File: src/hdl/tcsd_pkg.sv
package tcsd_pkg;

	typedef logic [3:0] bcd_t;
	typedef bcd_t [3:0] digits_t;  // [0] hour tens .. [3] minute ones

	localparam logic [6:0] TICK_MAX     = 7'd127;
	localparam logic [6:0] TPS_RESET    = 7'd20;
	localparam logic [5:0] SEC_WRAP     = 6'd60;
	localparam bcd_t       DIGIT_MAX    = 4'd9;
	localparam bcd_t       TENS_TIMER   = 4'd6;
	localparam bcd_t       TENS_COUNTER = 4'd10;

	typedef struct packed {
		logic tick;
		logic run_on;
		logic timer_mode;
		logic pulse_level;
	} in_item_t;

	// what the display stage needs from the updated state
	typedef struct packed {
		bcd_t       digit;
		logic       dp_n;
		logic [1:0] slot;
	} disp_t;

	localparam logic [7:0] SEG_CODE [16] = '{
		8'hc0, 8'hf9, 8'ha4, 8'hb0, 8'h99, 8'h92, 8'h82, 8'hf8,
		8'h80, 8'h90, 8'h88, 8'h83, 8'hc6, 8'ha1, 8'h86, 8'h8e
	};

	// ripple one count through the four digits; tens_limit wraps digit 2
	function automatic digits_t advance_digits(digits_t d, bcd_t tens_limit);
		digits_t r;
		r = d;
		if (d[3] != DIGIT_MAX) begin
			r[3] = d[3] + 4'd1;
		end else begin
			r[3] = '0;
			if (d[2] + 4'd1 < tens_limit) begin
				r[2] = d[2] + 4'd1;
			end else begin
				r[2] = '0;
				if (d[1] != DIGIT_MAX) begin
					r[1] = d[1] + 4'd1;
				end else begin
					r[1] = '0;
					r[0] = (d[0] >= DIGIT_MAX) ? 4'd0 : d[0] + 4'd1;
				end
			end
		end
		return r;
	endfunction

endpackage

File: src/hdl/tcsd_engine.sv
module tcsd_engine (
	input  logic              clk,
	input  logic              arst_n,
	input  logic              fire,
	input  tcsd_pkg::in_item_t item,
	input  logic [6:0]        tps,
	output tcsd_pkg::disp_t   disp
);
	import tcsd_pkg::*;

	digits_t    digits_q, digits_d;
	logic [5:0] sec_q, sec_d;
	logic [6:0] acc_q, acc_d;
	logic       timer_q, timer_d;
	logic       armed_q, armed_d;
	logic [1:0] slot_q;

	always_comb begin
		digits_d = digits_q;
		sec_d    = sec_q;
		timer_d  = timer_q;
		armed_d  = armed_q;
		acc_d    = (item.tick && acc_q < TICK_MAX) ? acc_q + 7'd1 : acc_q;

		if (item.run_on) begin
			if (item.timer_mode) begin
				if (!timer_q) begin
					timer_d  = 1'b1;
					digits_d = '0;
					sec_d    = '0;
					acc_d    = '0;
				end
				if (acc_d >= tps) begin
					acc_d = acc_d - tps;
					if (sec_d + 6'd1 >= SEC_WRAP) begin
						sec_d    = '0;
						digits_d = advance_digits(digits_d, TENS_TIMER);
					end else begin
						sec_d = sec_d + 6'd1;
					end
				end
			end else begin
				if (timer_q) begin
					timer_d  = 1'b0;
					digits_d = '0;
					sec_d    = '0;
				end
				// count on the first high level after a low
				if (armed_q) begin
					if (item.pulse_level) begin
						armed_d  = 1'b0;
						digits_d = advance_digits(digits_d, TENS_COUNTER);
					end
				end else if (!item.pulse_level) begin
					armed_d = 1'b1;
				end
			end
		end

		disp.digit = digits_d[slot_q];
		disp.dp_n  = ~sec_d[0];
		disp.slot  = slot_q;
	end

	always_ff @(posedge clk or negedge arst_n) begin
		if (!arst_n) begin
			digits_q <= '0;
			sec_q    <= '0;
			acc_q    <= '0;
			timer_q  <= 1'b1;
			armed_q  <= 1'b1;
			slot_q   <= '0;
		end else if (fire) begin
			digits_q <= digits_d;
			sec_q    <= sec_d;
			acc_q    <= acc_d;
			timer_q  <= timer_d;
			armed_q  <= armed_d;
			slot_q   <= slot_q + 2'd1;
		end
	end

endmodule

File: src/hdl/timer_counter_segment_display_core.sv
// Four-digit multiplexed seven-segment stopwatch / pulse counter.
// Input channel (in_valid / in_stall): one item per display scan slot,
// carrying the tick flag and the run, mode and pulse switch levels.
// Output channel (out_valid / out_stall): one item per input item with the
// active-low segment pattern and the one-cold digit enable of the slot.
// Config channel (cfg_valid / cfg_ready, always ready): writes
// ticks_per_second; write only while no items are in flight.
// An accepted item goes through the input register, then the state update and
// segment lookup into the output register, where out_valid rises.
// Throughput: one item per cycle unless stalled; the state update is a
// single pass of short logic between the input and output registers.
// Stall: when out_stall holds a full output register, the item in the input
// register waits and in_stall rises in the same cycle.
// Reset: digits, seconds and ticks clear, timer mode, pulse armed, scan
// slot 0, ticks_per_second 20; both pipeline registers empty.
module timer_counter_segment_display_core (
	input  logic       clk,
	input  logic       arst_n,
	input  logic       cfg_valid,
	output logic       cfg_ready,
	input  logic [6:0] ticks_per_second,
	input  logic       in_valid,
	output logic       in_stall,
	input  logic       tick,
	input  logic       run_on,
	input  logic       timer_mode,
	input  logic       pulse_level,
	output logic       out_valid,
	input  logic       out_stall,
	output logic [7:0] segments,
	output logic [3:0] digit_enable
);
	import tcsd_pkg::*;

	logic       tps_q;
	logic [6:0] tps_val_q;
	logic       valid_s1;
	in_item_t   item_s1;
	logic       advance;
	disp_t      disp;
	logic [7:0] seg;

	assign cfg_ready = 1'b1;

	always_ff @(posedge clk or negedge arst_n) begin
		if (!arst_n) begin
			tps_val_q <= TPS_RESET;
		end else if (cfg_valid) begin
			tps_val_q <= ticks_per_second;
		end
	end
	assign tps_q = 1'b0;

	assign advance  = valid_s1 && (!out_valid || !out_stall);
	assign in_stall = valid_s1 && out_valid && out_stall;

	always_ff @(posedge clk or negedge arst_n) begin
		if (!arst_n) begin
			valid_s1 <= 1'b0;
		end else if (!in_stall) begin
			valid_s1 <= in_valid;
		end
	end

	always_ff @(posedge clk) begin
		if (in_valid && !in_stall) begin
			item_s1 <= '{tick: tick, run_on: run_on, timer_mode: timer_mode,
				pulse_level: pulse_level};
		end
	end

	tcsd_engine u_engine (
		.clk    (clk),
		.arst_n (arst_n),
		.fire   (advance),
		.item   (item_s1),
		.tps    (tps_val_q | {7{tps_q}}),
		.disp   (disp)
	);

	always_comb begin
		seg    = SEG_CODE[disp.digit];
		seg[7] = disp.dp_n;
	end

	always_ff @(posedge clk or negedge arst_n) begin
		if (!arst_n) begin
			out_valid <= 1'b0;
		end else if (advance) begin
			out_valid <= 1'b1;
		end else if (!out_stall) begin
			out_valid <= 1'b0;
		end
	end

	always_ff @(posedge clk) begin
		if (advance) begin
			segments     <= seg;
			digit_enable <= ~(4'b0001 << disp.slot);
		end
	end

endmodule

File: config.mk
export PLATFORM = sky130hd
export DESIGN_NAME = timer_counter_segment_display_core
export DESIGN_NICKNAME = d
export VERILOG_FILES = /design/src/hdl/tcsd_pkg.sv /design/src/hdl/tcsd_engine.sv /design/src/hdl/timer_counter_segment_display_core.sv
export SDC_FILE = /design/constraint.sdc
export NUM_CORES = 1
export LEC_CHECK = 0
export ABC_AREA = 1
export BUFFER_PORTS_ARGS = -buffer_cell sky130_fd_sc_hd__buf_2
export CAP_MARGIN = 20
export CORE_UTILIZATION = 35
export DETAILED_ROUTE_END_ITERATION = 10
export MAX_ROUTING_LAYER = met4
export PLACE_DENSITY_LB_ADDON = 0.2
export SYNTH_ARGS = -nofsm -noshare
export SYNTH_HDL_FRONTEND = slang
export SYNTH_SLANG_ARGS = --single-unit
File: constraint.sdc
create_clock -name clk -period 3.8 [get_ports clk]
set_clock_uncertainty 0.05 [all_clocks]
set_input_delay 0.19 -clock clk [delete_from_list [all_inputs] [get_ports clk]]
set_output_delay 0.19 -clock clk [all_outputs]
set_load 0.005 [all_outputs]
* Yosys cells after proc, flatten, opt, wreduce, memory -nomap -nowiden
Memories as Yosys holds them, arrays and structs flattened. A register that Yosys moved wholly into a read port is not among the register bits. Cells that the tools add are included.
Storage, ports and cells: flip-flop bits (word level) 58, memory bits (read-only) 128, input port bits 16, output and inout port bits 15, word-level logic and storage cells 113, memories kept 1
Memory list:
- (name not given) | depth 16, width 8, read ports 1, clocked after memory_dff 1, wr ports 0, RTL line timer_counter_segment_display_core.sv:82 | seg = SEG_CODE[disp.digit];
Operators by class: $add $sub $neg 12, magnitude comparators 9, eq/ne operators 5, shifts and indexed selects 1, multiplexer cells 49, bitwise logic cells 4, reductions and logical operators 13
Operators by type and width (number):
- 2-to-1 mux 16 bit | 12
- 2-to-1 mux 7 bit | 9
- 2-to-1 mux 4 bit | 11
- 2-to-1 mux 6 bit | 7
- adder 4 x 1 -> 4 bit (second input constant) | 8
- 2-to-1 mux 12 bit | 2
- 2-to-1 mux 8 bit | 2
- != test 4 bit (second input constant) | 4
- binary-select mux 4 bit (select 2 bit) | 1
- greater-or-equal comparator 4 bit (second input constant) | 2
- adder 7 x 1 -> 7 bit (second input constant) | 1
- greater-or-equal comparator 7 bit | 1
- less-than comparator 7 bit (second input constant) | 1
- subtractor 7 bit | 1
- adder 6 x 1 -> 6 bit (second input constant) | 1
- greater-or-equal comparator 6 bit (second input constant) | 1
- AND reduction 3 bit | 2
- greater-or-equal comparator 5 bit (second input constant) | 1
- logical AND 1 bit | 5
- 2-to-1 mux 1 bit | 5
- inverter 4 -> 5 bit | 1
- less-than comparator 4 x 3 -> 1 bit (second input constant) | 1
- less-than comparator 4 bit (second input constant) | 1
- inverter 4 bit | 1
- 9 further kinds | 12

* Depth between registers and ports, before layout
Gate-level depths: netlist of the first run.
word-level depth 18, depth in mapped cells 29, mapped depth without buffers 29

* Modules after synthesis
From an unflattened synthesis of the first run, not the netlist that was laid out.
Unflattened totals: cell total of the unflattened synthesis 778, area, all modules 5024.8 um^2
Modules (own cells, without submodules):
- tcsd_engine | instances 1, cells an instance 662, area an instance 3842.4 um^2, seq. area each 828.3 um^2
- timer_counter_segment_display_core | instances 1, cells an instance 116, area an instance 1182.4 um^2, seq. area each 708.2 um^2

* Worst setup path before layout of the first run
No wires, ideal clock.
kind register to register, start register u_engine.acc_q[4], end register segments[3], data pin, library setup time 252 ps, arrival time 3363 ps, required time 3498 ps, path slack 135 ps, stages on the path, launching flop included 28, buffers on the path 1, period minus slack after synthesis 3665 ps, cell sequence dfrtp_1 > nand3_1 > nor2_1 > nand3_1 > nand2_1 > nor2_1 > nand4_1 > xor2_1 > nor2_1 > ha_1 > nand2_1 > inv_1 > a21oi_1 > nand3_1 > buf_2 > nand4_1 > nand3_1 > nand2_1 > nand2_1 > nand2_1 > nand3_1 > nand2_1 > inv_1 > ha_1 > inv_1 > nand3_1 > nand3_1 > nand2_1
Between the ends: longest elaborated chain between the ends 13, elaborated cells between the ends (all ways) 14, those cells by class add/sub: 1; order compare: 2; mux: 9; bitwise: 1; reduce/logical: 1
RTL lines:
- from (decl) | RTL line tcsd_engine.sv:13 | logic [6:0] acc_q, acc_d;
- from (signal assigned) | RTL line tcsd_engine.sv:69 | acc_q <= '0;
- from (signal assigned) | RTL line tcsd_engine.sv:76 | acc_q <= acc_d;
- less-than comparator 7 bit | RTL line tcsd_engine.sv:23 | acc_d = (item.tick && acc_q < TICK_MAX) ? acc_q + 7'd1 : acc_q;
- logical AND 1 bit | RTL line tcsd_engine.sv:23
- 2-to-1 mux 7 bit * | RTL line tcsd_engine.sv:23
- 2-to-1 mux 7 bit * | RTL line tcsd_engine.sv:27 | if (!timer_q) begin
- 2-to-1 mux 7 bit * | RTL line tcsd_engine.sv:26 | if (item.timer_mode) begin
- 2-to-1 mux 7 bit * | RTL line tcsd_engine.sv:25 | if (item.run_on) begin
- greater-or-equal comparator 7 bit * | RTL line tcsd_engine.sv:33 | if (acc_d >= tps) begin
- 2-to-1 mux 16 bit * | RTL line tcsd_engine.sv:33
- 2-to-1 mux 16 bit * | RTL line tcsd_engine.sv:26
- 2-to-1 mux 16 bit * | RTL line tcsd_engine.sv:25
- binary-select mux 4 bit (select 2 bit) * | RTL line tcsd_engine.sv:60 | disp.digit = digits_d[slot_q];
- 2-to-1 mux 4 bit (not written as such) * | RTL line tcsd_engine.sv:60
- inverter 4 -> 5 bit (not written as such) * | RTL line timer_counter_segment_display_core.sv:82
- to (decl) | RTL line timer_counter_segment_display_core.sv:30 | output logic [7:0] segments,
Mark *: on every way between the ends. The rest lies on a longest branch, timed or not. The select of a mux whose other input is x is not followed. A chain may end at the register's enable or synchronous reset.

* Final worst setup path of the first run
start register u_engine.acc_q[2], end register segments[3], data pin
The elaborated chain is that of the path after synthesis.

==> results of run 1 <==
[per-layer routing]
| metal | global-route usage (%) | vias up | share of wire [%] |
|---|---|---|---|
| met5 | - | - | 0 |
| met1 | 26.9 | 2424 | 46 |
| met2 | 32.3 | 154 | 46 |
| met4 | 8.77 | 0 | 2.7 |
| met3 | 3.90 | 32 | 6.0 |
| li1 | - | 2623 | - |
[logic make-up after synthesis]
group	Yosys count
mux	1
other cells	1
flops	58
buf+inv	127
compound gates	114
xor+xnor	13
simple gates	409
fa+ha+maj	28
[power groups by stage]
stage / registers, uW / clock network [uW] / logic [uW]
after floorplan: 1050 / 0 / 1700
after global placement: 1140 / 0 / 2310
after detailed placement: 1140 / 0 / 2330
after CTS: 1130 / 871 / 2410
after global routing: 1160 / 891 / 3050
final: 1140 / 852 / 2730
[synthesized netlist by cell type, drive strengths merged]
cell type	instances
nand3	74
nor3	6
mux2	1
xor2	11
or2	4
clkinv	4
conb	1
o31ai	3
a22oi	2
a22o	2
a221o	1
dfstp	4
xnor2	2
a31oi	7
ha	27
o21a	1
dfrtp	38
nand4	17
clkbuf	13
a21o	1
o211ai	1
nor2	65
a21oi	36
inv	97
nand2	238
o22ai	16
edfxtp	16
a221oi	1
nand3b	4
o21bai	1
nor4	1
o21ai	42
buf	13
fa	1
[state kept, by name (all words and copies together) (netlist names)]
signal             count
u_engine.timer_q       1
valid_s1               1
u_engine.sec_q         6
item_s1                4
u_engine.digits_q     16
digit_enable           4
u_engine.acc_q         7
u_engine.armed_q       1
out_valid              1
u_engine.slot_q        2
tps_val_q              7
segments               8
[metrics by stage]
stage / utilization [%] / std cells / total power, uW / hold WS [ns]
final: 45.5 / 1018 / 4720 / 0.0204
after global routing: 45.5 / 1018 / 5110 / 0.0426
after CTS: 43.4 / 1004 / 4410 / 0.0126
after detailed placement: 40.4 / 977 / 3470 / 0.320
after global placement: 40.4 / 977 / 3450 / 0.319
after floorplan: - / 751 / 2740 / -0.156
[critical path, delay by kind of cell, from the launching register on]
family	cells	cell delay [ns]
XOR/XNOR	1	0.17
AND/OR/NAND/NOR	20	1.79
AO/OA/AOI/OAI	1	0.16
buffers and inverters	4	0.47
flip-flops	1	0.38
adder cells (fa/ha/maj)	2	0.50
[final timing paths]
kind	slack [ns]	to	cells past startpoint	start
hold / removal	0.02	tps_val_q[3]$_DFFE_PN0P_	3	ticks_per_second[3]
hold reg to reg	0.43	out_valid$_DFFE_PN0P_	2	valid_s1$_DFFE_PN0N_
min in group asynchronous	0.32	tps_val_q[5]$_DFFE_PN0P_	2	arst_n
max in group asynchronous	2.80	u_engine.timer_q$_DFFE_PN1P_	3	arst_n
setup / recovery	0.02	segments[3]$_DFFE_PP_	28	u_engine.acc_q[2]$_DFFE_PN0P_
setup reg to reg	0.02	segments[3]$_DFFE_PP_	28	u_engine.acc_q[2]$_DFFE_PN0P_
[layout make-up]
| type | instances | share of cell area (%) |
|---|---|---|
| clock buffer | 14 | 4.29 |
| clock inverter | 2 | 0.549 |
| inverter | 101 | 6.05 |
| multi-input combinational | 566 | 50.4 |
| sequential | 58 | 24.1 |
| tap | 180 | 3.53 |
| timing repair buffer | 97 | 11.1 |
[timing repair]
item                                    CTS  global route
endpoints found under the hold margin     5            15
endpoints found under the setup margin    7             7
hold buffers                              5             1
pin swaps                                 6            39
resized for setup                         6            46
setup buffers                             6            12
==> impl_results.md, run 1 <==
* DR vias/cell at between 5 and 6
* Hpwl dp at 10,700 um
* Worst EP arrival at 3.82 ns
* Final wirelength at 14,800 um
* Clock Sinks at 58
* Pin count of the biggest net entering global routing at between 40 and 50
* Tmin final at ~3.8 ns
* Slew at the pin closest to its max-slew limit at 0.524 ns
* Global route overflow at 0
* Final setup TNS at 0 ns
* Post-synthesis compound-gate area fraction at 12.8%
* Clock share of power at between 10% and 20%
* Sequential fraction of the synthesis area at 30.1%
* WL/cell at between 10 and 15 um
* Syn-to-layout area delta at 25.3%
* Die Y at roughly 120 um
* Max Cap Viol at 0
* Final setup vio count at 0
* Synthesized-area fraction occupied by adder cells at 7.02%
* Largest family of logic cells by synthesized area: simple AND/OR/NAND/NOR gates
* Leak at roughly 0.0032 uW
* Drt first pass iters at 7
* Yosys cell types at 48
* Slew Limit Fails at 0
* Placement row count at 43
* Setup CP Type: reg -> reg
* Startpoint types: flop
* Psw at around 2200 uW
* Hold Vio Cnt, Final at 0
* Critical path's largest stage delay at 0.38 ns
* Final ANT Viol Nets at 0
* FF+latch count, synth at 58
* TritonCTS clock tree: built
* Design area at 0.00639 sq mm
* Final net count at 877
* CTS root buf: clkbuf_16
* Worst Setup End Kind: flop
* Diode count at 0
* Initial antenna violation count at 0
* Placement Cell Area at about 0.0057 sq mm
* Initial Util at between 30% and 40%
* Synth warn at 0
* Post-synthesis mux area share at 0.221%
* Maximum clock rate at 265 MHz
* Highest-count cells in the layout ignoring fill and taps: nand2_1 (207), inv_1 (85), nand3_1 (58), buf_4 (56), nor2_1 (48)
* Sw frac at 45.6%
* Setup WS pre-CTS at -0.143 ns
* Worst path slowest cell: dfrtp_1
* Total track usage at 21.0%
* Tcrit/Tclk final at 99.5%
* Core ar. at 0.0140 sq mm
* Vias in the first global route at 4,995
* CTS Buffer Depth at 2
* Final GP Congestion at 0.915
* H-tree depth at 3
* DRT iter0 DRCs at 382
* Port-buffer cells at 29
* Int Power at 2570 uW
* Worst-skew pair later-pin latency at ~0.33 ns
* Multi-input logic area at 0.00322 sq mm
* Post-Synth XOR/XNOR Area at 2.23%
* Worst Path Max Fanout at 8
* Post-synthesis simple-gate area fraction at 37.5%
* Syn Area/Cell at 6.79 sq um
* Relative slew slack at between 60% and 70%
* Via count at 5,233
* I/O pin count at 31
* Mapped Cells at 751
* DRC viols at 0
* Req. time, crit path at 3.84 ns
* First-pass GRT wire length at 23,900 um
* Worst-path clk slew at 0.05 ns
* Post-synth top area share at 18.7%
* Area of the die at 0.0151 sq mm
* Post-synth net total at approximately 800
* VDD IR max at slightly below 0.5 mV
* Number of fill cells at between 1,000 and 1,500
* Area leader, netlist: dfrtp_1
* Combinational Power Share at 57.9%
* Unrepaired setup endpoints after global routing: yes
* Num CTS Buffers at 9
* Most common cell after layout, fill and taps aside: nand2_1
* Register Area at roughly 0.0015 sq mm
* Setup ws final at 0.0194 ns
* PD cells at 740 mW/mm^2
* Hold Path Class: in -> reg
* Power share of the sequential group at 24.1%
* Die W at 123 um
* Netlist Area Pre-Place at 0.00510 sq mm
* Layout cells sized above 1 at 23.9%
* Run status: finished clean
* Top post-synthesis cells by area: dfrtp_1 (19%), nand2_1 (16%), edfxtp_1 (9.4%), ha_1 (6.6%), nand3_1 (6.6%)
(Power assumes the default switching activity.)
==> inputs of run 2 (changes only) <==
CELL_PAD_IN_SITES_DETAIL_PLACEMENT = 1   (was unset)
CELL_PAD_IN_SITES_GLOBAL_PLACEMENT = 2   (was unset)
CORE_UTILIZATION = 32   (was 35)
==> run 2 against run 1 <==
Net effect: the flow now finishes with violations (negative setup slack); core utilization decreased by 0.83 points; global-route usage grew 2.9 points; register-to-register slack worse by 0.08 ns; flip-flop and latch count is the same; largest cell class unchanged; largest power group unchanged.
==> impl_results.md, run 2 (same netlist as run 1, synthesis figures left out) <==
* PD cells at 765 mW/mm^2 (was 740 mW/mm^2)
* Placement row count at 45 (was 43)
* DRC viols at 0 (unchanged)
* Multi-input logic area at 0.00340 sq mm (was 0.00322 sq mm)
* Drt first pass iters at 4 (was 7)
* Initial antenna violation count at 0 (unchanged)
* Max Cap Viol at 0 (unchanged)
* Worst path slowest cell: dfrtp_1 (unchanged)
* Unrepaired setup endpoints after global routing: yes (unchanged)
* Run status: finished with violations (was finished clean)
* Via count at 5,460 (was 5,233)
* Psw at 2430 uW (was 2150 uW)
* Violated checks: negative setup slack
* Final wirelength at 18,000 um (was 14,800 um)
* CTS root buf: clkbuf_16 (unchanged)
* TritonCTS clock tree: built (unchanged)
* Leak at 0.00337 uW (was 0.00319 uW)
* Maximum clock rate at 259 MHz (was 265 MHz)
* Max FFs per register at 16 (unchanged)
* Area of the die at 0.0164 sq mm (was 0.0151 sq mm)
* Hold Vio Cnt, Final at 0 (unchanged)
* Core ar. at 0.0154 sq mm (was 0.0140 sq mm)
* Register Area at 0.00154 sq mm (unchanged)
* Fin util at 44.6% (was 45.5%)
* Most common cell after layout, fill and taps aside: nand2_1 (unchanged)
* Vias in the first global route at 5,756 (was 4,995)
* Slew Limit Fails at 0 (unchanged)
* Setup ws final at -0.0638 ns (was 0.0194 ns)
* Port-buffer cells at 29 (unchanged)
* Final setup vio count at 6 (was 0)
* WL/cell at 16.7 um (was 14.5 um)
* Clock Sinks at 58 (unchanged)
* Critical path's largest stage delay at 0.40 ns (was 0.38 ns)
* Startpoint types: flop (unchanged)
* Tmin final at 3.86 ns (was 3.78 ns)
* H-tree depth at 3 (unchanged)
* Hpwl dp at 13,000 um (was 10,700 um)
* Diode count at 0 (unchanged)
* Slew at the pin closest to its max-slew limit at 0.560 ns (was 0.524 ns)
* Combinational Power Share at 60.7% (was 57.9%)
* First-pass GRT wire length at 29,600 um (was 23,900 um)
* Power share of the sequential group at 22.2% (was 24.1%)
* Hold Path Class: in -> reg (unchanged)
* Final GP Congestion at 0.867 (was 0.915)
* Power, Total at 5250 uW (was 4720 uW)
* Worst Path Max Fanout at 7 (was 8)
* Worst EP arrival at 3.91 ns (was 3.82 ns)
* Relative slew slack at 62.4% (was 64.9%)
* I/O pin count at 31 (unchanged)
* Tcrit/Tclk final at 102% (was 99.5%)
* Worst-skew pair later-pin latency at 0.34 ns (was 0.33 ns)
* Initial Util at 33.2% (was 36.3%)
* VDD IR max at 0.442 mV (was 0.483 mV)
* Placement Cell Area at 0.00583 sq mm (was 0.00568 sq mm)
* DR vias/cell at 5.06 (was 5.14)
* Biggest regs: u_engine.digits_q: 16 flops, segments: 8 flops (unchanged)
* Die Y at 128 um (was 123 um)
* Req. time, crit path at 3.84 ns (about the same)
* Die W at 128 um (was 123 um)
* Setup CP Type: reg -> reg (unchanged)
* Global route overflow at 0 (unchanged)
* Number of fill cells at 1,935 (was 1,373)
* Total track usage at 23.9% (was 21.0%)
* Highest-count cells in the layout ignoring fill and taps: nand2_1 (192), inv_1 (84), buf_4 (80), nand3_1 (54), nor2_1 (43) (was nand2_1 (207), inv_1 (85), nand3_1 (58), buf_4 (56), nor2_1 (48))
* Pin count of the biggest net entering global routing at 43 (unchanged)
* Syn-to-layout area delta at 34.6% (was 25.3%)
* CTS Buffer Depth at 2 (unchanged)
* Layout cells sized above 1 at 30.1% (was 23.9%)
* Worst-path clk slew at 0.06 ns (was 0.05 ns)
* Final net count at 906 (was 877)
* Design area at 0.00686 sq mm (was 0.00639 sq mm)
* Worst Setup End Kind: flop (unchanged)
* DRT iter0 DRCs at 352 (was 382)
* Clock share of power at 17.1% (was 18.0%)
* Hold_ws at 0.0124 ns (was 0.0204 ns)
* Sw frac at 46.3% (was 45.6%)
* Final ANT Viol Nets at 0 (unchanged)
* Largest register by flop count: u_engine.digits_q (unchanged)
* Int Power at 2820 uW (was 2570 uW)
* Num CTS Buffers at 9 (unchanged)
-- run 2: per-layer routing --
metal / part of all wire (%) / routed length (um) / up-vias / global-route usage [%]
met5: 0 / 0 / - / -
met4: 1.0 / 182 / 0 / 5.95
li1: - / - / 2680 / -
met2: 49 / 8770 / 82 / 39.7
met1: 48 / 8610 / 2679 / 30.9
met3: 2.7 / 478 / 19 / 2.46
-- run 2: what timing repair did --
action	4_1_cts	5_1_grt
endpoints found under the setup margin	7	8
hold buffers	4	1
pin swaps	50	34
gates cloned	3	0
setup buffers	23	7
hold endpoints to repair	4	19
gates resized for setup	66	29
-- run 2: worst max-delay path, delay by kind of cell, from the launching register on --
family                     cells  cell delay (ns)
xor gates and xnor gates       1             0.18
and+or+nand+nor               20             1.82
buffers and inverters          4             0.47
adders and majority gates      2             0.50
AOI/OAI and AO/OA              1             0.16
DFF                            1             0.40
-- run 2: power by group through the flow --
stage | clock network, uW | registers (uW) | logic, uW
6_report | 900 | 1160 | 3190
5_1_grt | 932 | 1200 | 3520
4_1_cts | 913 | 1150 | 2980
3_5_place_dp | 0 | 1160 | 2520
3_3_place_gp | 0 | 1150 | 2430
2_1_floorplan | 0 | 1050 | 1700
-- run 2: per-stage QoR --
step | instances | setup WS, ns | TNS [ns]
after CTS | 1069 | -0.0681 | -0.315
after detailed placement | 1023 | -0.286 | -1.66
after global placement | 1023 | -0.0884 | -0.428
final | 1078 | -0.0638 | -0.230
after global routing | 1078 | -0.353 | -2.33
after floorplan | 751 | 0.135 | 0
-- run 2: final cells by class --
class | count | area share [%]
flip-flops and latches | 58 | 22.4
multi-input cells | 568 | 49.5
well taps | 211 | 3.85
clock buffers | 10 | 3.48
clock inverters | 6 | 1.17
repair buffers | 124 | 14.0
inverters | 101 | 5.67
-- run 2: final timing paths --
check	start	end	slack, ns	depth (start not counted)
worst min register to register	valid_s1$_DFFE_PN0N_	out_valid$_DFFE_PN0P_	0.44	2
worst min-delay path	ticks_per_second[3]	tps_val_q[3]$_DFFE_PN0P_	0.01	3
worst max-delay path	u_engine.acc_q[3]$_DFFE_PN0P_	segments[3]$_DFFE_PP_	-0.06	28
min in group asynchronous	arst_n	tps_val_q[1]$_DFFE_PN0P_	0.34	2
worst max register to register	u_engine.acc_q[3]$_DFFE_PN0P_	segments[3]$_DFFE_PP_	-0.06	28
max in group asynchronous	arst_n	u_engine.timer_q$_DFFE_PN1P_	2.76	3
